File: config.mk
export PLATFORM = sky130hd
export DESIGN_NAME = delta_timer_queue_core
export DESIGN_NICKNAME = d
export VERILOG_FILES = /design/src/sv/dtq_pkg.sv /design/src/sv/dtq_ram.sv /design/src/sv/delta_timer_queue_core.sv
export SDC_FILE = /design/constraint.sdc
export NUM_CORES = 1
export LEC_CHECK = 0
export ABC_AREA = 1
export BUFFER_PORTS_ARGS = -buffer_cell sky130_fd_sc_hd__buf_2
export CORE_MARGIN = 1.5
export CORE_UTILIZATION = 49
export DETAILED_ROUTE_END_ITERATION = 8
export GPL_ROUTABILITY_DRIVEN = 0
export GPL_TIMING_DRIVEN = 0
export HOLD_SLACK_MARGIN = 0.05
export PLACE_DENSITY_LB_ADDON = 0.08
export SLEW_MARGIN = 20
export SYNTH_ARGS = -nofsm -noshare
export SYNTH_HDL_FRONTEND = slang
export SYNTH_SLANG_ARGS = --single-unit
File: constraint.sdc
create_clock -name clk -period 6.12 [get_ports clk]
set_input_delay 0.612 -clock clk [delete_from_list [all_inputs] [get_ports clk]]
set_output_delay 0.612 -clock clk [all_outputs]
set_load 0.005 [all_outputs]
File: src/sv/dtq_pkg.sv
// ----------------------------------------------------------------------------
// dtq_pkg
// Shared constants for the delta list timer queue.
// ----------------------------------------------------------------------------
package dtq_pkg;

  localparam int QUEUE_DEPTH = 16;
  localparam int ADDR_W      = $clog2(QUEUE_DEPTH);
  localparam int CNT_W       = $clog2(QUEUE_DEPTH + 1);

  localparam int DELTA_W     = 8;
  localparam int ID_W        = 4;
  localparam int OCC_W       = 5;
  localparam int ENTRY_W     = DELTA_W + ID_W;

  localparam logic FUNC_ADD  = 1'b0;
  localparam logic FUNC_TICK = 1'b1;

endpackage

File: src/sv/dtq_ram.sv
// ----------------------------------------------------------------------------
// dtq_ram
// Generic single write port, single read port RAM with registered read data.
// ----------------------------------------------------------------------------
module dtq_ram #(
  parameter int WIDTH = 8,
  parameter int DEPTH = 16
) (
  input  logic                     clk,
  input  logic                     we,
  input  logic [$clog2(DEPTH)-1:0] waddr,
  input  logic [WIDTH-1:0]         wdata,
  input  logic                     re,
  input  logic [$clog2(DEPTH)-1:0] raddr,
  output logic [WIDTH-1:0]         rdata
);

  logic [WIDTH-1:0] mem [DEPTH];

  always_ff @(posedge clk) begin
    if (we) begin
      mem[waddr] <= wdata;
    end
    if (re) begin
      rdata <= mem[raddr];
    end
  end

endmodule

File: src/sv/delta_timer_queue_core.sv
// ----------------------------------------------------------------------------
// delta_timer_queue_core
// Bounded timer queue held as a delta list in one RAM.
// ----------------------------------------------------------------------------
// Usage:
//   Input transactions (in_valid/in_ready) carry an add (in_func = 0, with
//   in_delay and in_callback_id) or a tick (in_func = 1, with in_elapsed).
//   Every input transaction yields exactly one output transaction
//   (out_valid/out_ready) with fired, fired_id, dropped and occupancy.
//   One item is processed at a time, walking the list through the RAM read
//   port. An add scans to the insert point, shifts the tail up, fixes the
//   successor and writes the new entry; an add that goes to the tail only
//   scans and writes. A tick checks the head and, if it fires, shifts the
//   rest down; a tick that falls short of the head only checks it.
//   A dropped add, an add to an empty queue or a tick on an empty queue is
//   answered from the idle state, its result registered as it is accepted.
//   The result sits in an output register; the next input is taken while it
//   is being read out. While the receiver stalls, a new item is held off.
//   Synchronous reset empties the queue; the RAM needs no clearing.
// ----------------------------------------------------------------------------
module delta_timer_queue_core (
  input  logic                       clk,
  input  logic                       rst_n,
  input  logic                       in_valid,
  output logic                       in_ready,
  input  logic                       in_func,
  input  logic [dtq_pkg::DELTA_W-1:0] in_delay,
  input  logic [dtq_pkg::ID_W-1:0]    in_callback_id,
  input  logic [dtq_pkg::DELTA_W-1:0] in_elapsed,
  output logic                       out_valid,
  input  logic                       out_ready,
  output logic                       out_fired,
  output logic [dtq_pkg::ID_W-1:0]    out_fired_id,
  output logic                       out_dropped,
  output logic [dtq_pkg::OCC_W-1:0]   out_occupancy
);

  typedef enum logic [6:0] {
    ST_IDLE = 7'b0000001,
    ST_SCAN = 7'b0000010,
    ST_SHUP = 7'b0000100,
    ST_FIX  = 7'b0001000,
    ST_INS  = 7'b0010000,
    ST_TCHK = 7'b0100000,
    ST_SHDN = 7'b1000000
  } state_t;

  state_t                          st_r, st_nxt;
  logic [dtq_pkg::CNT_W-1:0]       cnt_r, cnt_nxt;
  logic [dtq_pkg::DELTA_W-1:0]     delay_r, delay_nxt;
  logic [dtq_pkg::ID_W-1:0]        cbid_r, cbid_nxt;
  logic [dtq_pkg::DELTA_W-1:0]     elap_r, elap_nxt;
  logic [dtq_pkg::ADDR_W-1:0]      pos_r, pos_nxt;
  logic [dtq_pkg::DELTA_W-1:0]     dpos_r, dpos_nxt;
  logic [dtq_pkg::ID_W-1:0]        idpos_r, idpos_nxt;
  logic [dtq_pkg::ADDR_W-1:0]      ri_r, ri_nxt;

  logic                            out_valid_r, out_valid_nxt;
  logic                            fired_r, fired_nxt;
  logic [dtq_pkg::ID_W-1:0]        fid_r, fid_nxt;
  logic                            dropped_r, dropped_nxt;
  logic [dtq_pkg::OCC_W-1:0]       occ_r, occ_nxt;
  logic                            load_out;

  logic                            ram_we, ram_re;
  logic [dtq_pkg::ADDR_W-1:0]      ram_waddr, ram_raddr;
  logic [dtq_pkg::ENTRY_W-1:0]     ram_wdata, ram_rdata;
  logic [dtq_pkg::DELTA_W-1:0]     rd_d;
  logic [dtq_pkg::ID_W-1:0]        rd_id;
  logic [dtq_pkg::CNT_W-1:0]       last;
  logic                            ri_last;
  logic [dtq_pkg::DELTA_W-1:0]     sat_d;

  dtq_ram #(
    .WIDTH (dtq_pkg::ENTRY_W),
    .DEPTH (dtq_pkg::QUEUE_DEPTH)
  ) u_ram (
    .clk   (clk),
    .we    (ram_we),
    .waddr (ram_waddr),
    .wdata (ram_wdata),
    .re    (ram_re),
    .raddr (ram_raddr),
    .rdata (ram_rdata)
  );

  assign rd_d    = ram_rdata[dtq_pkg::ENTRY_W-1:dtq_pkg::ID_W];
  assign rd_id   = ram_rdata[dtq_pkg::ID_W-1:0];
  assign last    = cnt_r - dtq_pkg::CNT_W'(1);
  assign ri_last = (dtq_pkg::CNT_W'(ri_r) == last);
  assign sat_d   = (rd_d > elap_r) ? (rd_d - elap_r) : '0;

  assign in_ready = (st_r == ST_IDLE) && (!out_valid_r || out_ready);

  always_comb begin
    st_nxt        = st_r;
    cnt_nxt       = cnt_r;
    delay_nxt     = delay_r;
    cbid_nxt      = cbid_r;
    elap_nxt      = elap_r;
    pos_nxt       = pos_r;
    dpos_nxt      = dpos_r;
    idpos_nxt     = idpos_r;
    ri_nxt        = ri_r;
    out_valid_nxt = out_valid_r;
    fired_nxt     = fired_r;
    fid_nxt       = fid_r;
    dropped_nxt   = dropped_r;
    occ_nxt       = occ_r;
    load_out      = 1'b0;
    ram_we        = 1'b0;
    ram_waddr     = '0;
    ram_wdata     = '0;
    ram_re        = 1'b0;
    ram_raddr     = '0;

    if (out_valid_r && out_ready) begin
      out_valid_nxt = 1'b0;
    end

    case (st_r)
      ST_IDLE: begin
        if (in_valid && in_ready) begin
          if (in_func == dtq_pkg::FUNC_ADD) begin
            if (cnt_r == dtq_pkg::CNT_W'(dtq_pkg::QUEUE_DEPTH)) begin
              load_out    = 1'b1;
              fired_nxt   = 1'b0;
              fid_nxt     = '0;
              dropped_nxt = 1'b1;
              occ_nxt     = dtq_pkg::OCC_W'(cnt_r);
            end else if (cnt_r == '0) begin
              ram_we      = 1'b1;
              ram_waddr   = '0;
              ram_wdata   = {in_delay, in_callback_id};
              cnt_nxt     = dtq_pkg::CNT_W'(1);
              load_out    = 1'b1;
              fired_nxt   = 1'b0;
              fid_nxt     = '0;
              dropped_nxt = 1'b0;
              occ_nxt     = dtq_pkg::OCC_W'(1);
            end else begin
              delay_nxt = in_delay;
              cbid_nxt  = in_callback_id;
              ram_re    = 1'b1;
              ram_raddr = '0;
              ri_nxt    = '0;
              st_nxt    = ST_SCAN;
            end
          end else begin
            if (cnt_r == '0) begin
              load_out    = 1'b1;
              fired_nxt   = 1'b0;
              fid_nxt     = '0;
              dropped_nxt = 1'b0;
              occ_nxt     = '0;
            end else begin
              elap_nxt  = in_elapsed;
              ram_re    = 1'b1;
              ram_raddr = '0;
              st_nxt    = ST_TCHK;
            end
          end
        end
      end

      ST_SCAN: begin
        if (delay_r > rd_d) begin
          delay_nxt = delay_r - rd_d;
          if (ri_last) begin
            pos_nxt = ri_r + dtq_pkg::ADDR_W'(1);
            st_nxt  = ST_INS;
          end else begin
            ram_re    = 1'b1;
            ram_raddr = ri_r + dtq_pkg::ADDR_W'(1);
            ri_nxt    = ri_r + dtq_pkg::ADDR_W'(1);
          end
        end else begin
          pos_nxt   = ri_r;
          dpos_nxt  = rd_d - delay_r;
          idpos_nxt = rd_id;
          if (ri_last) begin
            st_nxt = ST_FIX;
          end else begin
            ram_re    = 1'b1;
            ram_raddr = dtq_pkg::ADDR_W'(last);
            ri_nxt    = dtq_pkg::ADDR_W'(last);
            st_nxt    = ST_SHUP;
          end
        end
      end

      ST_SHUP: begin
        ram_we    = 1'b1;
        ram_waddr = ri_r + dtq_pkg::ADDR_W'(1);
        ram_wdata = ram_rdata;
        if ((ri_r - dtq_pkg::ADDR_W'(1)) != pos_r) begin
          ram_re    = 1'b1;
          ram_raddr = ri_r - dtq_pkg::ADDR_W'(1);
          ri_nxt    = ri_r - dtq_pkg::ADDR_W'(1);
        end else begin
          st_nxt = ST_FIX;
        end
      end

      ST_FIX: begin
        ram_we    = 1'b1;
        ram_waddr = pos_r + dtq_pkg::ADDR_W'(1);
        ram_wdata = {dpos_r, idpos_r};
        st_nxt    = ST_INS;
      end

      ST_INS: begin
        ram_we      = 1'b1;
        ram_waddr   = pos_r;
        ram_wdata   = {delay_r, cbid_r};
        cnt_nxt     = cnt_r + dtq_pkg::CNT_W'(1);
        load_out    = 1'b1;
        fired_nxt   = 1'b0;
        fid_nxt     = '0;
        dropped_nxt = 1'b0;
        occ_nxt     = dtq_pkg::OCC_W'(cnt_r + dtq_pkg::CNT_W'(1));
        st_nxt      = ST_IDLE;
      end

      ST_TCHK: begin
        if (elap_r < rd_d) begin
          load_out    = 1'b1;
          fired_nxt   = 1'b0;
          fid_nxt     = '0;
          dropped_nxt = 1'b0;
          occ_nxt     = dtq_pkg::OCC_W'(cnt_r);
          st_nxt      = ST_IDLE;
        end else begin
          idpos_nxt = rd_id;
          elap_nxt  = elap_r - rd_d;
          if (cnt_r == dtq_pkg::CNT_W'(1)) begin
            cnt_nxt     = '0;
            load_out    = 1'b1;
            fired_nxt   = 1'b1;
            fid_nxt     = rd_id;
            dropped_nxt = 1'b0;
            occ_nxt     = '0;
            st_nxt      = ST_IDLE;
          end else begin
            ram_re    = 1'b1;
            ram_raddr = dtq_pkg::ADDR_W'(1);
            ri_nxt    = dtq_pkg::ADDR_W'(1);
            st_nxt    = ST_SHDN;
          end
        end
      end

      ST_SHDN: begin
        ram_we    = 1'b1;
        ram_waddr = ri_r - dtq_pkg::ADDR_W'(1);
        ram_wdata = (ri_r == dtq_pkg::ADDR_W'(1)) ? {sat_d, rd_id} : ram_rdata;
        if (!ri_last) begin
          ram_re    = 1'b1;
          ram_raddr = ri_r + dtq_pkg::ADDR_W'(1);
          ri_nxt    = ri_r + dtq_pkg::ADDR_W'(1);
        end else begin
          cnt_nxt     = last;
          load_out    = 1'b1;
          fired_nxt   = 1'b1;
          fid_nxt     = idpos_r;
          dropped_nxt = 1'b0;
          occ_nxt     = dtq_pkg::OCC_W'(last);
          st_nxt      = ST_IDLE;
        end
      end

      default: begin
        st_nxt = ST_IDLE;
      end
    endcase

    if (load_out) begin
      out_valid_nxt = 1'b1;
    end
  end

  always_ff @(posedge clk) begin
    if (!rst_n) begin
      st_r        <= ST_IDLE;
      cnt_r       <= '0;
      out_valid_r <= 1'b0;
    end else begin
      st_r        <= st_nxt;
      cnt_r       <= cnt_nxt;
      out_valid_r <= out_valid_nxt;
    end
  end

  always_ff @(posedge clk) begin
    delay_r   <= delay_nxt;
    cbid_r    <= cbid_nxt;
    elap_r    <= elap_nxt;
    pos_r     <= pos_nxt;
    dpos_r    <= dpos_nxt;
    idpos_r   <= idpos_nxt;
    ri_r      <= ri_nxt;
    fired_r   <= fired_nxt;
    fid_r     <= fid_nxt;
    dropped_r <= dropped_nxt;
    occ_r     <= occ_nxt;
  end

  assign out_valid     = out_valid_r;
  assign out_fired     = fired_r;
  assign out_fired_id  = fid_r;
  assign out_dropped   = dropped_r;
  assign out_occupancy = occ_r;

endmodule

Yosys cells after proc, flatten, opt, wreduce, memory -nomap -nowiden
Memories as Yosys holds them, arrays and structs flattened. A register that Yosys moved wholly into a read port is not among the register bits.
Index checks and enable logic that the tools add are counted.
- reduce and logical (&&, ||, !) cells: 25
- equal/unequal tests: 33
- bitwise operators: 4
- multiplexer cells: 118
- $lt $le $gt $ge: 3
- $add $sub $neg: 9
- operators with widths (operator ; count):
    4-bit 2-to-1 mux ; 26
    8-bit 2-to-1 mux ; 10
    7-bit 2-to-1 mux ; 11
    12-bit 2-to-1 mux ; 5
    5-bit 2-to-1 mux ; 12
    12-bit one-hot mux with 5 select lines ; 1
    4-bit one-hot mux with 4 select lines ; 3
    7-bit one-hot mux with 6 select lines ; 1
    5-bit one-hot mux with 4 select lines ; 2
    1-bit 2-to-1 mux ; 38
    8-bit one-hot mux with 2 select lines ; 2
    8-bit subtractor ; 4
    2-bit != test, second input constant ; 13
    4-bit one-hot mux with 5 select lines ; 1
    6-bit AND reduction ; 3
    8-bit > comparator ; 2
    1-bit one-hot mux with 4 select lines ; 4
    3-bit != test, second input constant ; 4
    5-bit AND reduction ; 2
    9-bit AND reduction ; 1
    4-bit by 1-bit adder with 4-bit output, second input constant ; 2
    8-bit less-than comparator ; 1
    4-bit one-hot mux with 2 select lines ; 1
    8-bit AND reduction ; 1
    32 further kinds ; 42
- bits in registers: 64
- memories: 1
- output and inout port bits: 13
- bits in writable memories: 192
- logic and storage cells: 207
- memory list (name ; depth ; width ; read ports ; clocked after memory_dff ; wr ports ; RTL line ; source):
    u_ram.mem ; 16 ; 12 ; 1 ; 1 ; 1 ; dtq_ram.sv:18 ; logic [WIDTH-1:0] mem [DEPTH];

Logic depth before layout (Yosys ltp)
Gate-level depths: netlist (run 1).
- depth after elaboration: 8
- depth in mapped cells: 21
- gate-level depth less buffers: 19

Modules after synthesis
A second synthesis (run 1) with hierarchy kept.
- cells, all modules: 1534
- area, all modules: 14121.0 µm²
- modules (own cells, without submodules) (module ; cells each ; area each (µm²) ; instances ; seq. area each (µm²)):
    dtq_ram ; 815 ; 8683.3 ; 1 ; 6125.9
    delta_timer_queue_core ; 719 ; 5437.7 ; 1 ; 1791.7

Least setup slack after synthesis (run 1)
Ideal clock, no wire load.
- path kind: register to register
- start: register u_ram.rdata[4] (read register of u_ram.mem)
- end: register delay_r[0] (netlist bit), enable pin
- path slack: 3.270 ns
- library setup time: 0.386 ns
- required time: 5.734 ns
- stages on the path, launching flop included: 13
- data arrival time: 2.463 ns
- buffers on the path: 1
- path through: edfxtp_1 -> ha_1 -> fa_1 -> inv_1 -> nand2_1 -> nand2_1 -> nand3_1 -> nand2_2 -> nand2_2 -> buf_6 -> nor2_1 -> inv_1 -> a211oi_1
- cells in the longest elaborated chain, start to end: 3
- RTL lines (item ; RTL line ; source):
    from (decl) ; dtq_ram.sv:15 ; output logic [WIDTH-1:0] rdata
    8-bit > comparator ; delta_timer_queue_core.sv:167 ; if (delay_r > rd_d) begin
    2-bit != test (no source line) ; -- ;
    6-bit AND reduction (no source line) ; -- ;
    to (signal assigned) ; delta_timer_queue_core.sv:295 ; delay_r <= delay_nxt;
    to (decl) ; delta_timer_queue_core.sv:50 ; logic [dtq_pkg::DELTA_W-1:0] delay_r, delay_nxt;
Every way passes these cells.
A chain may end at the register's enable or synchronous reset.

Final worst setup path (run 1)
- start: register u_ram.rdata[6] (read register of u_ram.mem)
- end: register u_ram.rdata[6] (read register of u_ram.mem), data pin
- cells in the longest elaborated chain, start to end: 3
- elaborated cells on any way between the ends: 7
- classes of those cells: 2 x order compare; 5 x mux
- RTL lines (item ; RTL line ; source):
    8-bit less-than comparator / 8-bit > comparator (equally long branches) ; delta_timer_queue_core.sv:226, delta_timer_queue_core.sv:167 ;
    1-bit 2-to-1 mux / 4-bit 2-to-1 mux (equally long branches) ; delta_timer_queue_core.sv:226, delta_timer_queue_core.sv:167 ;
    4-bit one-hot mux with 4 select lines / 1-bit one-hot mux with 4 select lines (equally long branches) ; delta_timer_queue_core.sv:121 ; case (st_r)
Parallel ways exist; a longest one is shown, timed or not.

==> results of run 1 <==
## synth_stat cells, types with 22 or more instances
cell,instances,share of area [%]
edfxtp_1,255,54
xor2_1,22,1.4
nand2_1,288,7.6
buf_2,32,1.1
o21ai_0,52,1.8
nand3b_1,38,2.0
inv_1,226,6.0
nor2_1,76,2.0
nand3_1,249,8.8
ha_1,40,3.5
a21oi_1,40,1.4
## power by group
group	switching (mW)	leakage (nW)	internal, mW
logic	1.24	3.81	0.604
registers	0.111	2.46	2.30
clock network	0.710	0.416	0.912
total	2.06	6.68	3.82
## state kept, by name, indices dropped and copies added (netlist names), 5 cells and up
name / cells
elap_r: 8
u_ram.mem: 192
st_r: 7
dpos_r: 8
delay_r: 8
cnt_r: 5
u_ram.rdata: 12
out_occupancy: 5
## worst register-to-register path: stages, from the launching register on
cell and delay, ns:
edfxtp_1 0.46, ha_1 0.31, buf_2 0.18, nand2_1 0.11, nor2_1 0.14, nand3_1 0.26, a21oi_2 0.71, nand3_2 0.13
nand3_2 0.23, buf_2 0.33, nand2_1 0.11, nand3_1 0.11, nand3_1 0.16, nand3_1 0.22, nand2_1 0.11
## metrics by stage
step	area, um2	power [mW]	hold WS [ns]	instances	utilization, %
after floorplan	14200	3.73	0.426	1489	-
after global placement	14900	4.23	0.460	1910	52.0
after detailed placement	14900	4.27	0.465	1913	52.2
after CTS	15800	5.90	0.231	1966	55.2
after global routing	15800	6.21	0.243	1966	55.3
final	15800	5.88	0.255	1966	55.3
## kinds of logic after synthesis
family | Yosys count
AND/OR/NAND/NOR | 695
adder cells (fa/ha/maj) | 44
buffers and inverters | 298
XOR/XNOR | 30
flip-flops | 268
AO/OA/AOI/OAI | 154
## final timing paths
path	from	endpoint	slack [ns]	cells after the start
worst max-delay path	u_ram.rdata[6]	u_ram.rdata[6]	2.31	14
worst min-delay path	in_callback_id[1]	cbid_r[1]	0.26	1
worst max register to register	u_ram.rdata[6]	u_ram.rdata[6]	2.31	14
worst min register to register	u_ram.rdata[3]	idpos_r[3]	0.47	0
## area by class of cell
| class | count | area (um2) | area share [%] |
|---|---|---|---|
| multi-input cells | 923 | 5080 | 32.1 |
| clock inverters | 15 | 105 | 0.664 |
| inverters | 233 | 875 | 5.53 |
| flip-flops and latches | 268 | 7920 | 50.0 |
| clock buffers | 38 | 759 | 4.80 |
| repair buffers | 40 | 208 | 1.31 |
| well taps | 384 | 480 | 3.04 |
| plain buffers | 65 | 397 | 2.51 |
## metal layers
layer | global-route usage (%) | part of all wire, % | vias to the layer above
li1 | - | - | 5183
met1 | 35.1 | 43 | 5017
met2 | 42.1 | 47 | 336
met3 | 2.79 | 6.7 | 52
met4 | 8.01 | 2.9 | 0
met5 | 0 | 0 | -
==> summary.md, run 1 <==
| Metric | Value |
|---|---|
| Outcome | `complete, no violations` |
| Leak | `6.68 nW` |
| Post CTS Setup Buffer Count | `0` |
| Slowest stage cell, crit path | `a21oi_2` |
| Synthesized cell area | `0.0142 mm2` |
| Synth unique cells | `49` |
| F_max | `262 MHz` |
| Most common cell after layout, fill and taps aside | `nand2_1` |
| Total grt overflow | `0` |
| WS Path Type | `reg2reg` |
| Share of cells above drive strength 1 | `11.9%` |
| RSZ-0062 raised after global routing | `no` |
| Area grow syn2layout | `11.3%` |
| Filler Cell Count | `2548` |
| CTS tree | `done` |
| Setup crit start kind | `flip-flop` |
| Most frequent cells in the layout | `nand2_1, edfxtp_1, nand3_1` |
| Worst-Skew Late Latency | `0.57 ns` |
| Ys Warns | `0` |
| Tcrit/Tclk final | `62.3%` |
| Nets | `1629` |
| Global-route wire length before repair | `58.5 mm` |
| CP required | `6.43 ns` |
| Max stage delay on crit path | `0.71 ns` |
| Detail Route Antenna Nets | `0` |
| Final hold vios | `0` |
| Vias in the first global route | `between 10000 and 15000` |
| Synth Register Bits | `about 270` |
| Die H | `between 150 and 200 um` |
| Relative slew slack | `28.1%` |
| Drt wl/cell | `19.2 um` |
| DR DRC count | `0` |
| Clock sinks | `268` |
| EDFF count, synth | `255` |
| CP dominant cell by count | `nand3_1` |
| Resized Gates After CTS | `0` |
| Worst VDD drop | `around 0.00025 V` |
| Starting Density | `49.6%` |
| Post-DP HPWL | `27.1 mm` |
| Adder-cell share of the synthesized area | `4.09%` |
| Syn_nets | `1558` |
| Min cycle time layout | `3.81 ns` |
| PwrDens | `372 mW/mm2` |
| Die X | `173 um` |
| Hold buffers post-CTS | `0` |
| Clock buffer depth | `3` |
| Worst Skew | `0.0144 ns` |
| Routed WL | `37.8 mm` |
| Largest net degree at the start of global routing | `17` |
| Cell Rows | `between 60 and 70` |
| GRT Util Overall | `25.3%` |
| Avg Cell Area, Syn | `9.54 um2` |
| Finish-stage setup viols | `0` |
| Seq/Total Area, Yosys | `between 50% and 60%` |
| Starting DRT DRC Count | `995` |
| Setup_tns | `0 ns` |
| Family with the most delay on the worst path | `simple AND/OR/NAND/NOR gates` |
| Crit path arrival time | `just over 4 ns` |
| Vias/cell | `between 5 and 6` |
| ANT cells | `0` |
| Critical path endpoint category | `flip-flop` |
| CTS Buf Count | `29` |
| Clk slew on worst S/H paths | `~0.06 ns` |
| Xor/xnor share of the synthesized area | `1.85%` |
| Primary FF master, synth | `edfxtp_1` |
| Critical path peak fanout | `11` |
| Post-Synthesis Cells | `1489` |
| Initial antenna violation count | `0` |
| Core Region | `about 0.029 mm2` |
| Ys async rst share | `0%` |
| Htree depth | `1` |
| DR vias | `10588` |
| Synth Area in Compound Gates | `6.61%` |
| Max Slew Vio Count | `0` |
| Die area | `0.0300 mm2` |
| Clock Tree Root | `clkbuf_16` |
| Ports | `38` |
| CP Cell Sequence | `ha_1 > buf_2 > nand2_1 > nor2_1 > nand3_1 > a21oi_2 > nand3_2 > nand3_2 > buf_2 > nand2_1 > nand3_1 > nand3_1 > nand3_1 > nand2_1` |
| Worst-Margin Slew | `1.07 ns` |
| Max cap viols | `0` |
| Port bufs | `37` |
| Buf+Inv Stages, Crit Path | `2` |
| DRT Pass-1 Iters | `5` |
| Final worst setup slack | `2.31 ns` |
| Largest family of logic cells by synthesized area | `simple AND/OR/NAND/NOR gates` |
| Worst Hold Class | `in2reg` |
| Post-synthesis mux area share | `0%` |
| Synth Area in Simple Gates | `22.8%` |
| Place WS | `between 2 and 2.5 ns` |
(Power assumes the default switching activity.)
==> run 2: changes to the inputs <==
- clock period: 6.12 -> 3.5 ns (I/O delays scaled with it)
==> summary.md, run 2 (synthesized netlist as in run 1, its figures left out) <==
| Metric | Value |
|---|---|
| ANT cells | `0 (unchanged)` |
| GRT Util Overall | `25.5% (was 25.3%)` |
| Regs by FF count | `u_ram.mem x192, u_ram.rdata x12 (unchanged)` |
| Die H | `173 um (unchanged)` |
| WS Path Type | `reg2reg (unchanged)` |
| Critical path peak fanout | `10 (was 11)` |
| Share of cells above drive strength 1 | `13.6% (was 11.9%)` |
| Detail Route Antenna Nets | `0 (unchanged)` |
| Starting DRT DRC Count | `895 (was 995)` |
| Crit path arrival time | `3.72 ns (was 4.12 ns)` |
| Clk slew on worst S/H paths | `0.06 ns (about the same)` |
| Worst Skew | `0.0140 ns (was 0.0144 ns)` |
| PwrDens | `642 mW/mm2 (was 372 mW/mm2)` |
| Global-route wire length before repair | `58.9 mm (was 58.5 mm)` |
| R2R Path Start | `u_ram.rdata[4] (was u_ram.rdata[6])` |
| Max stage delay on crit path | `0.48 ns (was 0.71 ns)` |
| Hold Path Origin | `in_elapsed[1] (was in_callback_id[1])` |
| Ports | `38 (unchanged)` |
| Worst-Margin Slew | `1.08 ns (was 1.07 ns)` |
| Clock network power share | `27.4% (was 27.6%)` |
| Design area | `0.0162 mm2 (was 0.0158 mm2)` |
| Tcrit/Tclk final | `97.5% (was 62.3%)` |
| Htree depth | `1 (unchanged)` |
| Leak | `6.84 nW (was 6.68 nW)` |
| Largest net degree at the start of global routing | `17 (unchanged)` |
| Slowest stage cell, crit path | `edfxtp_1 (was a21oi_2)` |
| Drt wl/cell | `19.3 um (was 19.2 um)` |
| DP Area | `0.0149 mm2 (unchanged)` |
| Max cap viols | `0 (unchanged)` |
| Place WS | `-0.324 ns (was 2.30 ns)` |
| Final worst setup slack | `0.0882 ns (was 2.31 ns)` |
| DRT Pass-1 Iters | `5 (unchanged)` |
| Filler Cell Count | `2518 (was 2548)` |
| DR DRC count | `0 (unchanged)` |
| R2r setup slk | `0.09 ns (was 2.31 ns)` |
| Final hold vios | `0 (unchanged)` |
| Number of flip-flops in the largest register | `192 (unchanged)` |
| P_int | `6.71 mW (was 3.82 mW)` |
| Inst Count DP | `1913 (unchanged)` |
| Sequential fraction of design power | `40.6% (was 41.0%)` |
| Sw Pwr | `3.66 mW (was 2.06 mW)` |
| Clock sinks | `268 (unchanged)` |
| Most frequent cells in the layout | `nand2_1, edfxtp_1, nand3_1 (unchanged)` |
| R2r endpoint | `u_ram.rdata[8] (was u_ram.rdata[6])` |
| Most common cell after layout, fill and taps aside | `nand2_1 (unchanged)` |
| CP Cell Sequence | `ha_1 > fa_1 > inv_1 > nand2_1 > nand2_1 > nand3_1 > nand2_2 > nand2_2 > o21ai_0 > nand2_1 > nand3b_1 > buf_4 > clkbuf_4 > nand3_1 > nand3_2 > nand2_1 (was ha_1 > buf_2 > nand2_1 > nor2_1 > nand3_1 > a21oi_2 > nand3_2 > nand3_2 > buf_2 > nand2_1 > nand3_1 > nand3_1 > nand3_1 > nand2_1)` |
| Reg with most FFs | `u_ram.mem (unchanged)` |
| Die X | `173 um (unchanged)` |
| Critical path endpoint category | `flip-flop (unchanged)` |
| Sw Ratio | `35.3% (was 35.1%)` |
| Core Region | `0.0286 mm2 (unchanged)` |
| Relative slew slack | `27.6% (was 28.1%)` |
| Worst VDD drop | `0.000440 V (was 0.000251 V)` |
| Die area | `0.0300 mm2 (unchanged)` |
| Initial antenna violation count | `0 (unchanged)` |
| Area grow syn2layout | `13.7% (was 11.3%)` |
| CP required | `3.81 ns (was 6.43 ns)` |
| Min cycle time layout | `3.41 ns (was 3.81 ns)` |
| Outcome | `complete, no violations (unchanged)` |
| DR vias | `10742 (was 10588)` |
| Finish-stage setup viols | `0 (unchanged)` |
| CTS tree | `done (unchanged)` |
| Hold path endpoint | `elap_r[1] (was cbid_r[1])` |
| Combinational power share | `32.1% (was 31.4%)` |
| Total area of sequential cells | `0.00792 mm2 (about the same)` |
| Vias/cell | `5.42 (was 5.39)` |
| Worst Hold Class | `in2reg (unchanged)` |
| Post-DP HPWL | `27.1 mm (unchanged)` |
| Clock Tree Root | `clkbuf_16 (unchanged)` |
| Hold path depth | `3 (was 1)` |
| Port bufs | `37 (unchanged)` |
| Fin cells | `1983 (was 1966)` |
| Max Slew Vio Count | `0 (unchanged)` |
| Footprint of the multi-input gates | `0.00523 mm2 (was 0.00508 mm2)` |
| Vias in the first global route | `10285 (was 10211)` |
| Worst R2R Path Depth | `16 (was 14)` |
| Setup crit start kind | `flip-flop (unchanged)` |
| Total grt overflow | `0 (unchanged)` |
| Starting Density | `49.6% (unchanged)` |
| Worst-Skew Late Latency | `0.57 ns (about the same)` |
| Routed WL | `38.2 mm (was 37.8 mm)` |
| Nets | `1646 (was 1629)` |
| Clock buffer depth | `3 (unchanged)` |
| CTS Buf Count | `29 (unchanged)` |
| CP dominant cell by count | `nand2_1 (was nand3_1)` |
| Cell Rows | `62 (unchanged)` |
| F_max | `293 MHz (was 262 MHz)` |
==> run 2: changes by cell type in the layout (fill, tap and decap cells not counted), moves of 6 or more <==
cell / delta
buf_2: -6
buf_4: +6
clkbuf_4: +6
dlygate4sd3_1: +11
nand3_1: -13
nand3_2: +12
nor2_2: -6
nor2_4: +8
==> run 2: metal layers <==
metal  vias to the layer above  share of wire [%]  GRT usage [%]
li1                       5212                  -              -
met1                      5150                 44           35.4
met2                       327                 47           42.4
met3                        53                5.8           2.59
met4                         0                3.0           7.79
met5                         -                  0              0
==> run 2: power by group through the flow <==
| stage | sequential [mW] | combinational, mW | clock [mW] |
|---|---|---|---|
| 6_report | 4.21 | 3.33 | 2.84 |
| 5_1_grt | 4.24 | 3.71 | 2.99 |
| 4_1_cts | 4.21 | 3.26 | 2.88 |
| 3_5_place_dp | 4.28 | 3.19 | 0 |
| 3_3_place_gp | 4.28 | 3.12 | 0 |
| 2_1_floorplan | 4.23 | 2.29 | 0 |
==> run 2: cell type report <==
| class | instances | share of cell area (%) |
|---|---|---|
| plain buffers | 65 | 2.57 |
| flip-flops and latches | 268 | 49.0 |
| clock inverters | 15 | 0.651 |
| clock buffers | 38 | 4.70 |
| well taps | 384 | 2.97 |
| multi-input cells | 923 | 32.4 |
| inverters | 233 | 5.42 |
| repair buffers | 57 | 2.25 |
==> run 2: worst max-delay path by stage <==
stage,from,end,slack [ns],cells past startpoint
final,u_ram.rdata[4],u_ram.rdata[8],0.09,16
after global routing,u_ram.rdata[4],u_ram.rdata[4],-0.009,16
after CTS,st_r[0],u_ram.mem[0][4],-0.14,9
after detailed placement,st_r[0],u_ram.mem[12][8],-0.32,9
after global placement,st_r[0],u_ram.mem[0][1],-0.54,9
after floorplan,u_ram.rdata[4],delay_r[0],0.65,12
==> run 2: critical path: cells and delay by family, from the launching register on <==
family,cells,cell delay [ns]
flip-flops,1,0.48
AO/OA/AOI/OAI,1,0.18
buffers and inverters,3,0.54
AND/OR/NAND/NOR,10,1.27
adder cells (fa/ha/maj),2,0.67
==> run 2: per-stage QoR <==
| stage | power [mW] | TNS, ns | utilization [%] | hold slack [ns] |
|---|---|---|---|---|
| 6_report | 10.4 | 0 | 56.4 | 0.0659 |
| 5_1_grt | 10.9 | -0.00877 | 56.4 | 0.0841 |
| 4_1_cts | 10.3 | -4.35 | 55.9 | 0.0501 |
| 3_5_place_dp | 7.47 | -27.10 | 52.2 | 0.465 |
| 3_3_place_gp | 7.40 | -51.48 | 52.0 | 0.460 |
| 2_1_floorplan | 6.51 | 0 | - | 0.426 |
==> run 2: what timing repair did <==
item | in CTS | in global routing
pin swaps | 1 | 1
setup endpoints to repair | 208 | 221
gates resized for setup | 16 | 31
hold buffers | 11 | 0
setup buffers | 2 | 4
hold endpoints to repair | 11 | 0
